File: src/hdl/bms_pkg.sv
// Package for the buzzer melody sequencer.
// Beat types, event codes, state record and reset constants; no dependencies.
package bms_pkg;

  localparam logic [3:0] FUNC_TICK       = 4'd0;
  localparam logic [3:0] FUNC_PLAY_PAUSE = 4'd1;
  localparam logic [3:0] FUNC_SPEED      = 4'd2;
  localparam logic [3:0] FUNC_NEXT       = 4'd3;
  localparam logic [3:0] FUNC_PREV       = 4'd4;
  localparam logic [3:0] FUNC_TONE_OVF   = 4'd5;
  localparam logic [3:0] FUNC_LOAD_NOTE  = 4'd6;
  localparam logic [3:0] FUNC_LOAD_START = 4'd7;
  localparam logic [3:0] FUNC_LOAD_FREQ  = 4'd8;

  localparam logic [1:0] CFG_BASE_SPEED = 2'd0;
  localparam logic [1:0] CFG_SONG_GAP   = 2'd1;

  localparam logic [9:0] BASE_SPEED_RST = 10'd500;
  localparam logic [9:0] SONG_GAP_RST   = 10'd1000;

  localparam logic [7:0]  END_MARK       = 8'hFF;
  localparam logic [15:0] STOP_LEAD_NORM = 16'd5;
  localparam logic [15:0] STOP_LEAD_FAST = 16'd2;

  typedef struct packed {
    logic [3:0]  func;
    logic [9:0]  addr;
    logic [15:0] data;
  } in_beat_t;

  typedef struct packed {
    logic        tone_on;
    logic        buzzer;
    logic [15:0] reload_value;
    logic [2:0]  song_number;
    logic        is_playing;
    logic        double_speed;
  } out_beat_t;

  typedef struct packed {
    logic        playing;
    logic        fast_mode;
    logic [2:0]  song_sel;
    logic [9:0]  note_pointer;
    logic [15:0] note_countdown;
    logic [9:0]  gap_countdown;
    logic [7:0]  freq_index;
    logic        tone_running;
    logic        pin_level;
  } play_state_t;

  typedef struct packed {
    logic note_we;
    logic start_we;
    logic freq_we;
  } mem_wr_t;

  localparam play_state_t STATE_RST = '{
    playing:        1'b0,
    fast_mode:      1'b0,
    song_sel:       3'd0,
    note_pointer:   10'd0,
    note_countdown: 16'd0,
    gap_countdown:  10'd0,
    freq_index:     8'd0,
    tone_running:   1'b0,
    pin_level:      1'b1
  };

endpackage

File: src/hdl/bms_step.sv
// Next-state logic for one event of the melody sequencer.
// Uses bms_pkg; note bytes and reload value come prefetched from the top level.
module bms_step
  import bms_pkg::*;
#(
  parameter int SONG_COUNT     = 8,
  parameter int NOTE_MEM_DEPTH = 1024,
  parameter int FREQ_ENTRIES   = 256
) (
  input  play_state_t st,
  input  in_beat_t    beat,
  input  logic [9:0]  base_speed,
  input  logic [9:0]  song_gap,
  input  logic [7:0]  note0,
  input  logic [7:0]  note1,
  input  logic [15:0] reload_cur,
  output play_state_t st_nxt,
  output mem_wr_t     wr
);

  localparam logic [10:0] NOTE_LIM = 11'(NOTE_MEM_DEPTH);
  localparam logic [10:0] SONG_LIM = 11'(SONG_COUNT);
  localparam logic [10:0] FREQ_LIM = 11'(FREQ_ENTRIES);
  localparam logic [3:0]  SEL_LIM  = 4'(SONG_COUNT);
  localparam logic [2:0]  SEL_LAST = 3'(SONG_COUNT - 1);

  logic [3:0]  sel_sum;
  logic [2:0]  sel_inc;
  logic [2:0]  sel_dec;
  logic [7:0]  unit_ms;
  logic [15:0] note_len;
  logic [15:0] cd;
  logic [16:0] cd_dbl;
  logic        gap_busy;

  assign sel_sum  = {1'b0, st.song_sel} + 4'd1;
  assign sel_inc  = (sel_sum >= SEL_LIM) ? 3'd0 : sel_sum[2:0];
  assign sel_dec  = (st.song_sel == 3'd0) ? SEL_LAST : st.song_sel - 3'd1;
  assign unit_ms  = st.fast_mode ? {1'b0, base_speed[9:3]} : base_speed[9:2];
  assign note_len = unit_ms * note1;
  assign cd_dbl   = {st.note_countdown, 1'b0};
  assign gap_busy = (st.gap_countdown != 10'd0);

  always_comb begin
    st_nxt = st;
    wr     = '0;
    cd     = st.note_countdown;
    case (beat.func) inside
      FUNC_TICK: begin
        if (gap_busy) begin
          st_nxt.gap_countdown = st.gap_countdown - 10'd1;
          if (st.gap_countdown == 10'd1) begin
            st_nxt.song_sel     = sel_inc;
            st_nxt.note_pointer = '0;
          end
        end else if (st.playing) begin
          if (cd == 16'd0) begin
            if (note0 != END_MARK) begin
              st_nxt.freq_index   = note0;
              st_nxt.note_pointer = st.note_pointer + 10'd2;
              cd                  = note_len;
              st_nxt.tone_running = 1'b1;
            end else begin
              st_nxt.tone_running = 1'b0;
              st_nxt.pin_level    = 1'b1;
              if (song_gap == 10'd0) begin
                st_nxt.song_sel     = sel_inc;
                st_nxt.note_pointer = '0;
              end else begin
                st_nxt.gap_countdown = song_gap;
              end
            end
          end
          if (cd != 16'd0) begin
            cd = cd - 16'd1;
            if (cd == (st.fast_mode ? STOP_LEAD_FAST : STOP_LEAD_NORM)) begin
              st_nxt.tone_running = 1'b0;
              st_nxt.pin_level    = 1'b1;
            end
          end
          st_nxt.note_countdown = cd;
        end
        if (!st_nxt.playing) begin
          st_nxt.tone_running = 1'b0;
          st_nxt.pin_level    = 1'b1;
        end
      end
      FUNC_PLAY_PAUSE, FUNC_SPEED, FUNC_NEXT, FUNC_PREV: begin
        if (!gap_busy) begin
          case (beat.func)
            FUNC_PLAY_PAUSE: begin
              st_nxt.playing = !st.playing;
            end
            FUNC_SPEED: begin
              st_nxt.fast_mode = !st.fast_mode;
              if (!st.fast_mode) begin
                st_nxt.note_countdown = {1'b0, st.note_countdown[15:1]};
              end else begin
                st_nxt.note_countdown = cd_dbl[16] ? 16'hFFFF : cd_dbl[15:0];
              end
            end
            default: begin
              st_nxt.song_sel       = (beat.func == FUNC_NEXT) ? sel_inc : sel_dec;
              st_nxt.note_pointer   = '0;
              st_nxt.note_countdown = '0;
              st_nxt.playing        = 1'b1;
            end
          endcase
          if (!st_nxt.playing) begin
            st_nxt.tone_running = 1'b0;
            st_nxt.pin_level    = 1'b1;
          end
        end
      end
      FUNC_TONE_OVF: begin
        if (st.tone_running && reload_cur != 16'd0) begin
          st_nxt.pin_level = !st.pin_level;
        end
      end
      FUNC_LOAD_NOTE: begin
        wr.note_we = ({1'b0, beat.addr} < NOTE_LIM);
      end
      FUNC_LOAD_START: begin
        wr.start_we = ({1'b0, beat.addr} < SONG_LIM);
      end
      FUNC_LOAD_FREQ: begin
        wr.freq_we = ({1'b0, beat.addr} < FREQ_LIM);
      end
      default: begin
      end
    endcase
  end

endmodule

File: config.mk
export PLATFORM = sky130hd
export DESIGN_NAME = bms_step
export DESIGN_NICKNAME = d
export VERILOG_FILES = /design/src/hdl/bms_pkg.sv /design/src/hdl/bms_step.sv
export SDC_FILE = /design/constraint.sdc
export NUM_CORES = 1
export LEC_CHECK = 0
export BUFFER_PORTS_ARGS = -buffer_cell sky130_fd_sc_hd__buf_4
export CELL_PAD_IN_SITES_DETAIL_PLACEMENT = 1
export CELL_PAD_IN_SITES_GLOBAL_PLACEMENT = 1
export CORE_MARGIN = 8
export CORE_UTILIZATION = 30
export DETAILED_ROUTE_END_ITERATION = 7
export PLACE_DENSITY = 0.84
export SLEW_MARGIN = 0
export SYNTH_ARGS = -nofsm -noshare
export SYNTH_HDL_FRONTEND = slang
export SYNTH_SLANG_ARGS = --single-unit
File: constraint.sdc
create_clock -name vclk -period 12.1
set_clock_uncertainty 0.2 [all_clocks]
set_input_delay 2.42 -clock vclk [all_inputs]
set_output_delay 2.42 -clock vclk [all_outputs]
set_load 0.02 [all_outputs]
==> results of run 1 <==
metal layers:
layer,vias up,track usage,part of all wire
li1,2792,-,-
met1,2823,0.231,0.43
met2,175,0.325,0.49
met3,39,0.0279,0.062
met4,0,0.0503,0.025
met5,-,0,0
area by class of cell:
cell class	count	area [um^2]
well taps	216	270
fillers	2085	9410
multi-input cells	605	4380
repair buffers	180	1350
inverters	65	244
report_power, final:
part / total, mW / leakage [nW] / internal [mW] / switching (mW)
combinational: 0.491 / 2.84 / 0.206 / 0.284
sequential: 0 / 0 / 0 / 0
clock: 0 / 0 / 0 / 0
total: 0.491 / 2.84 / 0.206 / 0.284
worst max-delay path: cells and delay by family:
family | cells | cell delay (ns)
simple gates | 6 | 1.96
mux | 1 | 0.41
compound gates | 4 | 0.87
fa+ha+maj | 5 | 2.45
buf+inv | 6 | 0.83
cell usage in the layout, fill, tap and decap left out, drive strengths merged, types with 13 or more instances in the layout:
master	netlist	layout
buf	8	180
nor2	88	88
inv	65	65
a21oi	65	65
o21ai	45	45
nand2	45	45
ha	43	43
nor2b	38	38
fa	36	36
and2	19	19
nor3	18	18
nand3	15	15
nand2b	13	13
nor4	13	13
kinds of logic after synthesis:
family | Yosys count | synth area share
compound gates | 194 | 0.259
xor+xnor | 17 | 0.0314
fa+ha+maj | 79 | 0.266
buf+inv | 92 | 0.0771
mux | 18 | 0.0401
simple gates | 297 | 0.327
per-stage QoR:
| stage | hold WS (ns) | setup WS (ns) | util | cells |
|---|---|---|---|---|
| finish | 4.90 | 0.479 | 0.399 | 1066 |
| global route | 4.91 | 0.172 | 0.399 | 1066 |
| CTS | 4.90 | 0.493 | 0.399 | 1066 |
| detailed placement | 4.90 | 0.513 | 0.399 | 1066 |
| global placement | 4.90 | 0.754 | 0.399 | 1066 |
| floorplan | 4.72 | 0.444 | - | 697 |
worst max-delay path by stage:
stage	start	end	cells past startpoint	slack, ns
floorplan	st[49]	st_nxt[20]	24	0.44
global placement	st[49]	st_nxt[28]	22	0.75
detailed placement	st[49]	st_nxt[21]	21	0.51
CTS	st[49]	st_nxt[21]	21	0.49
global route	st[49]	st_nxt[32]	22	0.17
finish	st[49]	st_nxt[28]	22	0.48
==> results.md, run 1 <==
- From left edge to right edge, the die measures 142 um.
- The count of clock buffers in the final design is 0.
- Walking the worst path, the cells encountered are buf_4 > mux2i_1 > buf_4 > nor2b_1 > fa_1 > fa_1 > fa_1 > inv_1 > fa_1 > inv_1 > ha_1 > nor2_1 > a2bb2oi_1 > a211oi_1 > or4_1 > a31o_2 > or2_2 > or4b_1 > nand2_1 > buf_4 > o21ai_0 > buf_4.
- In this run the worst path has a maximum fanout of 9.
- The endpoint type of the worst setup path is a primary output.
- The fraction of the yosys area taken by sequential cells is 0.
- The post-route clock period utilization is 0.960.
- The register area is 0 um^2.
- The sequential cell count is 0.
- In the post-synthesis netlist, the biggest area contributors are sky130_fd_sc_hd__fa_1 (15%), sky130_fd_sc_hd__ha_1 (11%), sky130_fd_sc_hd__nor2_1 (7.0%).
- The worst min-delay path category is in2out.
- The slowest cell on the critical path is sky130_fd_sc_hd__or4b_1.
- In this run the mean area of a mapped cell was 6.80 um^2.
- The die is 142 um tall.
- The critical path class is in2out.
- The power density relative to cell area is 78.5 nW/um^2.
- The number of nets in the synthesized netlist is 909.
- The clock period minus final worst setup slack is 11.62 ns.
- The proportion of layout cells with a drive suffix above 1 is 0.252.
- IR analysis of the VDD net gives a maximum drop of 59.9 uV.
- The critical path launch point type is a primary input.
- The maximum operating frequency is 86.1 MHz.
- The commonest cells after synthesis are sky130_fd_sc_hd__nor2_1 (88), sky130_fd_sc_hd__a21oi_1 (65), sky130_fd_sc_hd__inv_1 (65).
- The final layout contains 1064 nets.
- The detailed-routing iteration count for the pre-antenna-repair pass is 5.
- Along the worst hold path, the cell count comes to 3.
- The end point of the worst hold path is wr[1].
- The number of antenna violations at the first check in global routing was 0.
- The detail route stage leaves a number of antenna-violating nets equal to 0.
- The floorplan step defined a die boundary enclosing 20100 um^2.
- The core region is 15700 um^2.
- Entering global routing, the biggest net connects 25 pins.
- Across every metal layer, demand over resource in global routing totals 0.186.
- The final antenna diode count is 0.
- For this run, the slowest stage of the critical path takes 0.65 ns.
- The run finished with clean final reports.
- The leakage component of the power is 2.84 nW.
- For this design, the CTS-stage hold fixing added 0 buffers.
- At the pin with the least slew margin, the transition time is 1.27 ns.
- Once placement finished, the instance area stood at 6250 um^2.
- The cell area after technology mapping is 4740 um^2.
- The initial utilization of the core area, before any placement, comes to 0.303.
- Detailed placement ended at an HPWL of 16.3 mm.
- The via count is 5829.
- Summed over all failing endpoints, the final setup total negative slack is 0 ns.
- After routing the design area is 6250 um^2.
- The number of hold violations in the final report is 0.
- The number of global-route vias before repair is 6184.
- The max capacitance violation total is 0.
- The final weighted congestion in routability-driven placement is 0.845.
- Setup repair after global routing left no endpoint under its margin.
- The total overflow reported by the global router is 0.
- The number of distinct standard cells referenced by the synthesized netlist is 67.
- The share of synthesized area in the top cell type comes to 0.152.
- The final layout contains routed wiring with a total length of 19.3 mm.
- The I/O pin total is 187.
- The total power after layout is 0.491 mW.
- The post-cts repair resize count is 0.
- After detailed routing, the number of remaining DRC violations is 0.
- The synthesized design spends more area on one cell type than any other, namely sky130_fd_sc_hd__fa_1.
- The first-pass GRT wire length is 31.2 mm.
- The site row count is 46.
- In the final routed layout, each cell accounts on average for 18.1 um.
- After detailed routing, the number of vias per cell comes to 5.47.
- The number of slew-limit violations in the final report was 0.
- Counting every instance in the synthesized netlist gives 697.
- During placement, the flow inserted port buffers numbering 166.
- Data on the critical path arrives at its endpoint at 9.00 ns.
- The worst max-slew margin expressed relative to the limit is 0.156.
- For this block, the initial DRC count from the detailed router was 260.
- Setup violations remaining at the end of the flow were counted as 0.
- The growth of design area from synthesis to finish is 31.8%.
- The most instantiated library cell after synthesis is sky130_fd_sc_hd__nor2_1.
- The worst hold path begins at beat[22].
- Buffers added to address setup during post-CTS repair amount to 0.
- The required time of the worst setup path is 9.48 ns.
- The count of warnings emitted by yosys is 0.
Note: power is estimated with default switching activity, not from simulation.
==> run 2, diff against run 1 <==
--- a/config.mk
+++ b/config.mk
@@ -7,4 +7,5 @@
 export LEC_CHECK = 0
 export BUFFER_PORTS_ARGS = -buffer_cell sky130_fd_sc_hd__buf_4
+export CAP_MARGIN = 20
 export CELL_PAD_IN_SITES_DETAIL_PLACEMENT = 1
 export CELL_PAD_IN_SITES_GLOBAL_PLACEMENT = 1
@@ -13,4 +14,5 @@
 export DETAILED_ROUTE_END_ITERATION = 7
 export PLACE_DENSITY = 0.84
+export RECOVER_POWER = 50
 export SLEW_MARGIN = 0
 export SYNTH_ARGS = -nofsm -noshare
==> constraint.sdc (replaced) <==
create_clock -name vclk -period 12.1
set_clock_uncertainty 0.2 [all_clocks]
set_input_delay 2.42 -clock vclk [all_inputs]
set_output_delay 2.42 -clock vclk [all_outputs]
set_load 0.05 [all_outputs]
==> run 2 against run 1 <==
  * The run now ends with max-capacitance violations, max-slew violations left
  * Count of clock-buffer cells in the layout stayed put
  * Cell area is 1.4% lower
  * Via count is 0.51% higher
  * Wire length is 0.79% higher
  * Global-route usage is 0.079 points higher
  * Hold slack better by 0.066 ns
  * Setup slack better by 0.10 ns
  * First-iteration DRC count is 1.2% lower
  * Die area stayed put
  * Highest routed layer unchanged
==> results.md, run 2 (synthesis gave the netlist of run 1 again) <==
- The flow ran to the end, but the final reports show violations.
- The final reports fail on max-capacitance violations, max-slew violations.
- In the final design database the tool counted 1067 nets.
- Leaving out fill and tap cells, the most frequent cells in the layout are sky130_fd_sc_hd__buf_4 (157), sky130_fd_sc_hd__nor2_1 (88), sky130_fd_sc_hd__inv_1 (65), sky130_fd_sc_hd__a21oi_1 (65), sky130_fd_sc_hd__o21ai_0 (45).
- The final weighted congestion in routability-driven placement is 0.842.
- Setup repair after global routing left no endpoint under its margin.
- The worst max-slew margin expressed relative to the limit is -0.00786.
- After floorplanning, the core was divided into 46 placement rows.
- The number of hold buffers added after CTS was 0.
- The longest individual stage delay on the worst path is 0.65 ns.
- The kind of cell with the highest combined delay along the critical path is adder cells.
- Of all nets on the critical path, the largest fanout is 9.
- At the pin with the least slew margin, the transition time is 1.50 ns.
- Summing all multi-input logic gate instances after layout gives 4370 um^2.
- Across the VDD grid, the largest voltage drop is 59.9 uV.
- The HPWL after detailed placement is 16.5 mm.
- The max capacitance violation total is 1.
- The number of global-route vias before repair is 6228.
- The logic depth of the worst path, buffers included is 20.
- Walking the worst path, the cells encountered are buf_4 > mux2i_1 > nor2b_1 > fa_1 > fa_1 > fa_1 > inv_1 > fa_1 > inv_1 > ha_1 > nor2_1 > a2bb2oi_1 > a211oi_1 > or4_1 > a31o_2 > or2_2 > or4b_1 > mux2i_1 > a221o_1 > buf_4.
- From bottom edge to top edge, the die measures 142 um.
- The most common cell after layout, fill and taps aside is sky130_fd_sc_hd__buf_4.
- The total overflow reported by the global router is 0.
- In the finished design the tool counted flip-flops and latches totalling 0.
- Relative to the synthesized area, the layout overhead comes to 29.9%.
- The arrival time of the worst setup path is 8.90 ns.
- The I/O pin total is 187.
- The setup slack after layout is 0.584 ns.
- Of the cells placed in the final design, the portion with a size suffix greater than 1 is 0.223.
- In the final routed layout, each cell accounts on average for 18.2 um.
- Hold is met by 4.97 ns.
- Of the available clock period, the critical path in the final layout requires 0.952.
- For this run, the share of the core covered by cells in the final layout is 0.393.
- The area of the placeable core is 15700 um^2.
- Setup violations remaining at the end of the flow were counted as 0.
- The worst min-delay path category is in2out.
- The endpoint type of the worst setup path is a primary output.
- The power density relative to cell area is 84.8 nW/um^2.
- Across the whole layout, storage elements account for 0 um^2.
- The final route contains 5859 vias.
- The total of buffers placed on input and output ports is 166.
- Buffers added to address setup during post-CTS repair amount to 0.
- The effective utilization at floorplan is 0.303.
- The critical path launch point type is a primary input.
- The number of antenna violations at the first check in global routing came to 1.
- The clock period minus final worst setup slack is 11.52 ns.
- The first global-routing pass estimated 31.3 mm of wire.
- Summing internal, switching and leakage power gives 0.523 mW.
- The number of routed nets with antenna violations is 0.
- The DRC violations left is 0.
- Among all stages on the critical path, the largest delay is contributed by sky130_fd_sc_hd__or4b_1.
- The global-route usage over all layers is 0.186.
- For the final routed database, the setup TNS stands at 0 ns.
- The post-cts repair resize count is 0.
- The first detailed-routing pass ran for 4 iterations.
- From left edge to right edge, the die measures 142 um.
- The per-cell via count in the routed design is 5.48.
- Summed over all cells, the static leakage comes to 2.76 nW.
- The combined buffer and inverter count along the critical path is 4.
- The number of hold violations in the final report came to 0.
- The number of slew-limit violations in the final report came to 1.
- The startpoint identified for the worst hold timing path is st[0].
- The pre-CTS worst setup slack is 0.638 ns.
- The floorplan die area is 20100 um^2.
- Based on the critical path, the design can be clocked at up to 86.8 MHz.
- The hold path depth is 3.
- The cell with the most instances on the worst path is sky130_fd_sc_hd__fa_1.
- Counting the fill cells in the layout gives 2087.
- After detailed routing, the total wire length is 19.5 mm.
- The maximum number of pins on one net before global-route repair is 25.
- The required time of the worst setup path is 9.48 ns.
- The detailed router finished its first iteration with 257 violations.
- After layout, the clock buffer instance count stands at 0.
- The most critical setup path has its startpoint at st[49].
- The critical path in this run is classified as in2out.
[run 2: per-layer routing]
layer  vias up  GRT usage  share of wire
li1       2801          -              -
met1      2860      0.231           0.42
met2       161      0.331           0.49
met3        37     0.0259          0.059
met4         0     0.0469          0.025
met5         -          0              0
[run 2: cell type report]
class	instances	area share
multi-input cells	605	0.709
well taps	216	0.0439
diodes	1	0.000406
repair buffers	183	0.207
inverters	65	0.0396
[run 2: report_power, final]
| part | internal (mW) | total [mW] | switching [mW] |
|---|---|---|---|
| Sequential | 0 | 0 | 0 |
| Combinational | 0.208 | 0.523 | 0.315 |
| Clock | 0.0000000110 | 0.0000000111 | 0 |
[run 2: per-stage QoR]
stage | cells | instance area, um^2
after floorplan | 697 | 4740
after global placement | 1068 | 6260
after detailed placement | 1069 | 6270
after CTS | 1069 | 6270
after global routing | 1070 | 6160
final | 1070 | 6160
[run 2: final timing paths]
| path | to | slack (ns) |
|---|---|---|
| setup / recovery | st_nxt[21] | 0.58 |
| hold / removal | st_nxt[0] | 4.97 |
==> run 3, diff against run 2 <==
- ABC_AREA: unset -> 1
==> run 3 against run 2 <==
  * The flow still finishes with violations (max-capacitance violations, max-slew violations)
  * Cell area grew 10%
  * Flip-flop and latch count is the same
  * Area after synthesis grew 15%
  * Critical path depth grew 11
  * Global-route usage is essentially flat
  * First-iteration DRC count grew 56%
  * Hold slack gained 0.065 ns
  * Combinational power grew 5.9%
  * Largest cell class unchanged
  * Highest routed layer unchanged
==> results.md, run 3 <==
- The flow ran to the end, but the final reports show violations.
- The checks that failed: max-capacitance violations, max-slew violations.
- The I/O pin total is 187.
- The Yosys step of the flow raised 0 warnings.
- The synthesized netlist net count is 1125.
- The final antenna diode count is 0.
- In the post-synthesis netlist, the cell with the most instances is sky130_fd_sc_hd__nand2_1.
- The proportion of layout cells with a drive suffix above 1 is 0.220.
- The finished cells cover 6800 um^2.
- The power density relative to cell area is 81.5 nW/um^2.
- For this configuration, the core starts out at a cell density of 0.305.
- The endpoint type of the worst setup path is a primary output.
- Hold repair after CTS inserted 0 buffers.
- The post-cts repair resize count is 0.
- The required time of the worst setup path is 9.48 ns.
- The combined buffer and inverter count along the critical path is 6.
- At the end of the flow the core is filled with cells to 0.380.
- For the finished layout, the period the worst path requires is 11.09 ns.
- The kind of cell with the highest combined delay along the critical path is adder cells.
- The number of antenna violations at the first check in global routing is 0.
- Timing would allow up to 90.2 MHz.
- Across the whole layout, storage elements account for 0 um^2.
- Compared with the post-synthesis result, the final layout area differs by 24.7%.
- In this run the horizontal extent of the chip is 151 um.
- The share of synthesized area in the top cell type comes to 0.132.
- The commonest cells after synthesis are sky130_fd_sc_hd__nand2_1 (180), sky130_fd_sc_hd__inv_1 (155), sky130_fd_sc_hd__nor2_1 (126).
- The pre-CTS worst setup slack is 1.11 ns.
- For the pin with the worst max-slew slack, the measured transition is 1.68 ns.
- In the layout the commonest cells are sky130_fd_sc_hd__nand2_1 (181), sky130_fd_sc_hd__inv_1 (159), sky130_fd_sc_hd__buf_4 (152).
- The area of the placeable core is 17900 um^2.
- Dividing the synthesized area by the synthesized cell count gives 5.97 um^2.
- The via count is 6667.
- The number of routed nets with antenna violations is 0.
- Across the run, the number of max-cap violations was 1.
- In the final routed layout, each cell accounts on average for 17.0 um.
- Dividing the detail-routed via count by the number of cells gives 5.16.
- Setup repair after global routing left no endpoint under its margin.
- The worst supply voltage drop on vdd is 44.4 uV.
- The clock buffers instantiated in the layout total 0.
- Measured against its own limit, the worst slew margin works out to -0.124.
- The layout has 2494 filler cells.
- The number of hold violations in the final report is 0.
- The leakage component of the power is 3.55 nW.
- The slowest cell on the critical path is sky130_fd_sc_hd__mux2i_1.
- The critical path is of the in2out type.
- The floorplan die area is 22700 um^2.
- The worst min-delay path category is in2out.
- Hold is met by 5.03 ns.
- Summing all placed instances gives a cell area of 6890 um^2.
- Buffers placed on the I/O ports in this run total 166.
- The cell that appears most often on the critical path is sky130_fd_sc_hd__nand2_1.
- The sequential cell count is 0.
- The largest single stage delay on the critical path is 0.68 ns.
- After the flow finishes, the layout carries non-filler instances totaling 1292.
- Power comes to 0.554 mW.
- The post-route clock period utilization is 0.916.
- In this run the worst path has a maximum fanout of 13.
- The most common cell after layout, fill and taps aside is sky130_fd_sc_hd__nand2_1.
- The number of buffers inserted to repair setup after CTS is 0.
- The number of distinct standard cells referenced by the synthesized netlist is 57.
- The cell area after technology mapping is 5450 um^2.
- The number of slew-limit violations in the final report is 56.
- The site row count is 49.
- For this run, the register share of the synthesized area comes to 0.
- The cell count after placement is 1290.
- The cell type with the largest total area after synthesis is sky130_fd_sc_hd__fa_1.
- The final wirelength is 21.9 mm.
- The detailed-routing iteration count for the pre-antenna-repair pass is 5.
- The first global-routing pass estimated 35.4 mm of wire.
- In the global route stage, overall resource usage came out at 0.187.
- The setup slack after layout is 1.01 ns.
- The maximum number of pins on one net before global-route repair is 56.
- After global routing the overflow that remains totals 0.
- Routability-driven placement finished with a final weighted congestion of 0.889.
- The final layout contains 1277 nets.
- After synthesis, the cell types taking the most area are sky130_fd_sc_hd__fa_1 (13%), sky130_fd_sc_hd__nand2_1 (12%), sky130_fd_sc_hd__inv_1 (11%).
- After legalization and detailed placement, the total HPWL measured 18.9 mm.
- In the final timing run, aggregate negative setup slack is 0 ns.
- The arrival time of the worst setup path is 8.47 ns.
- The first-iteration detailed-routing DRC count is 400.
- The final number of setup-violating endpoints is 0.
- Synthesis produced a netlist whose cell count is 913.
- The die is 151 um tall.
- The DRC violations left is 0.
- The critical path launch point type is a primary input.
- The number of global-route vias before repair was 7109.
-- run 3: cell types whose count changed after synthesis, sizes merged, moves of 12 or more --
| cell | delta |
|---|---|
| nor2 | +63 |
| a21oi | -19 |
| nor2b | -38 |
| o21ai | -15 |
| a22oi | +47 |
| nand2b | -13 |
| nand3 | +37 |
| nand2 | +162 |
| and2 | -18 |
| inv | +102 |
| or3 | -12 |
-- run 3: area by class of cell --
class | instances | area [um^2] | share of cell area
Inverter | 170 | 644 | 0.0948
Tap cell | 229 | 287 | 0.0421
Multi-Input combinational cell | 724 | 4660 | 0.686
Timing Repair Buffer | 169 | 1200 | 0.177
-- run 3: final timing paths --
kind  startpoint         to  slack (ns)  cells past startpoint
max       st[49]  st_nxt[1]        1.01                     31
min        st[8]  st_nxt[8]        5.03                      3
-- run 3: layer usage --
metal | vias up | track usage | part of all wire
li1 | 3273 | - | -
met1 | 3226 | 0.247 | 0.45
met2 | 142 | 0.328 | 0.49
met3 | 26 | 0.0137 | 0.034
met4 | 0 | 0.0351 | 0.022
met5 | - | 0 | 0
-- run 3: kinds of logic after synthesis --
group                    Yosys count  share of synthesized area
adder cells (fa/ha/maj)           79                      0.231
buffers and inverters            189                      0.137
AO/OA/AOI/OAI                    150                      0.172
multiplexers                      13                     0.0259
XOR/XNOR                          14                     0.0225
AND/OR/NAND/NOR                  468                      0.411
-- run 3: where the power goes --
part / switching, mW / internal [mW]
Sequential: 0 / 0
Clock: 0 / 0
Combinational: 0.355 / 0.199
Total: 0.355 / 0.199
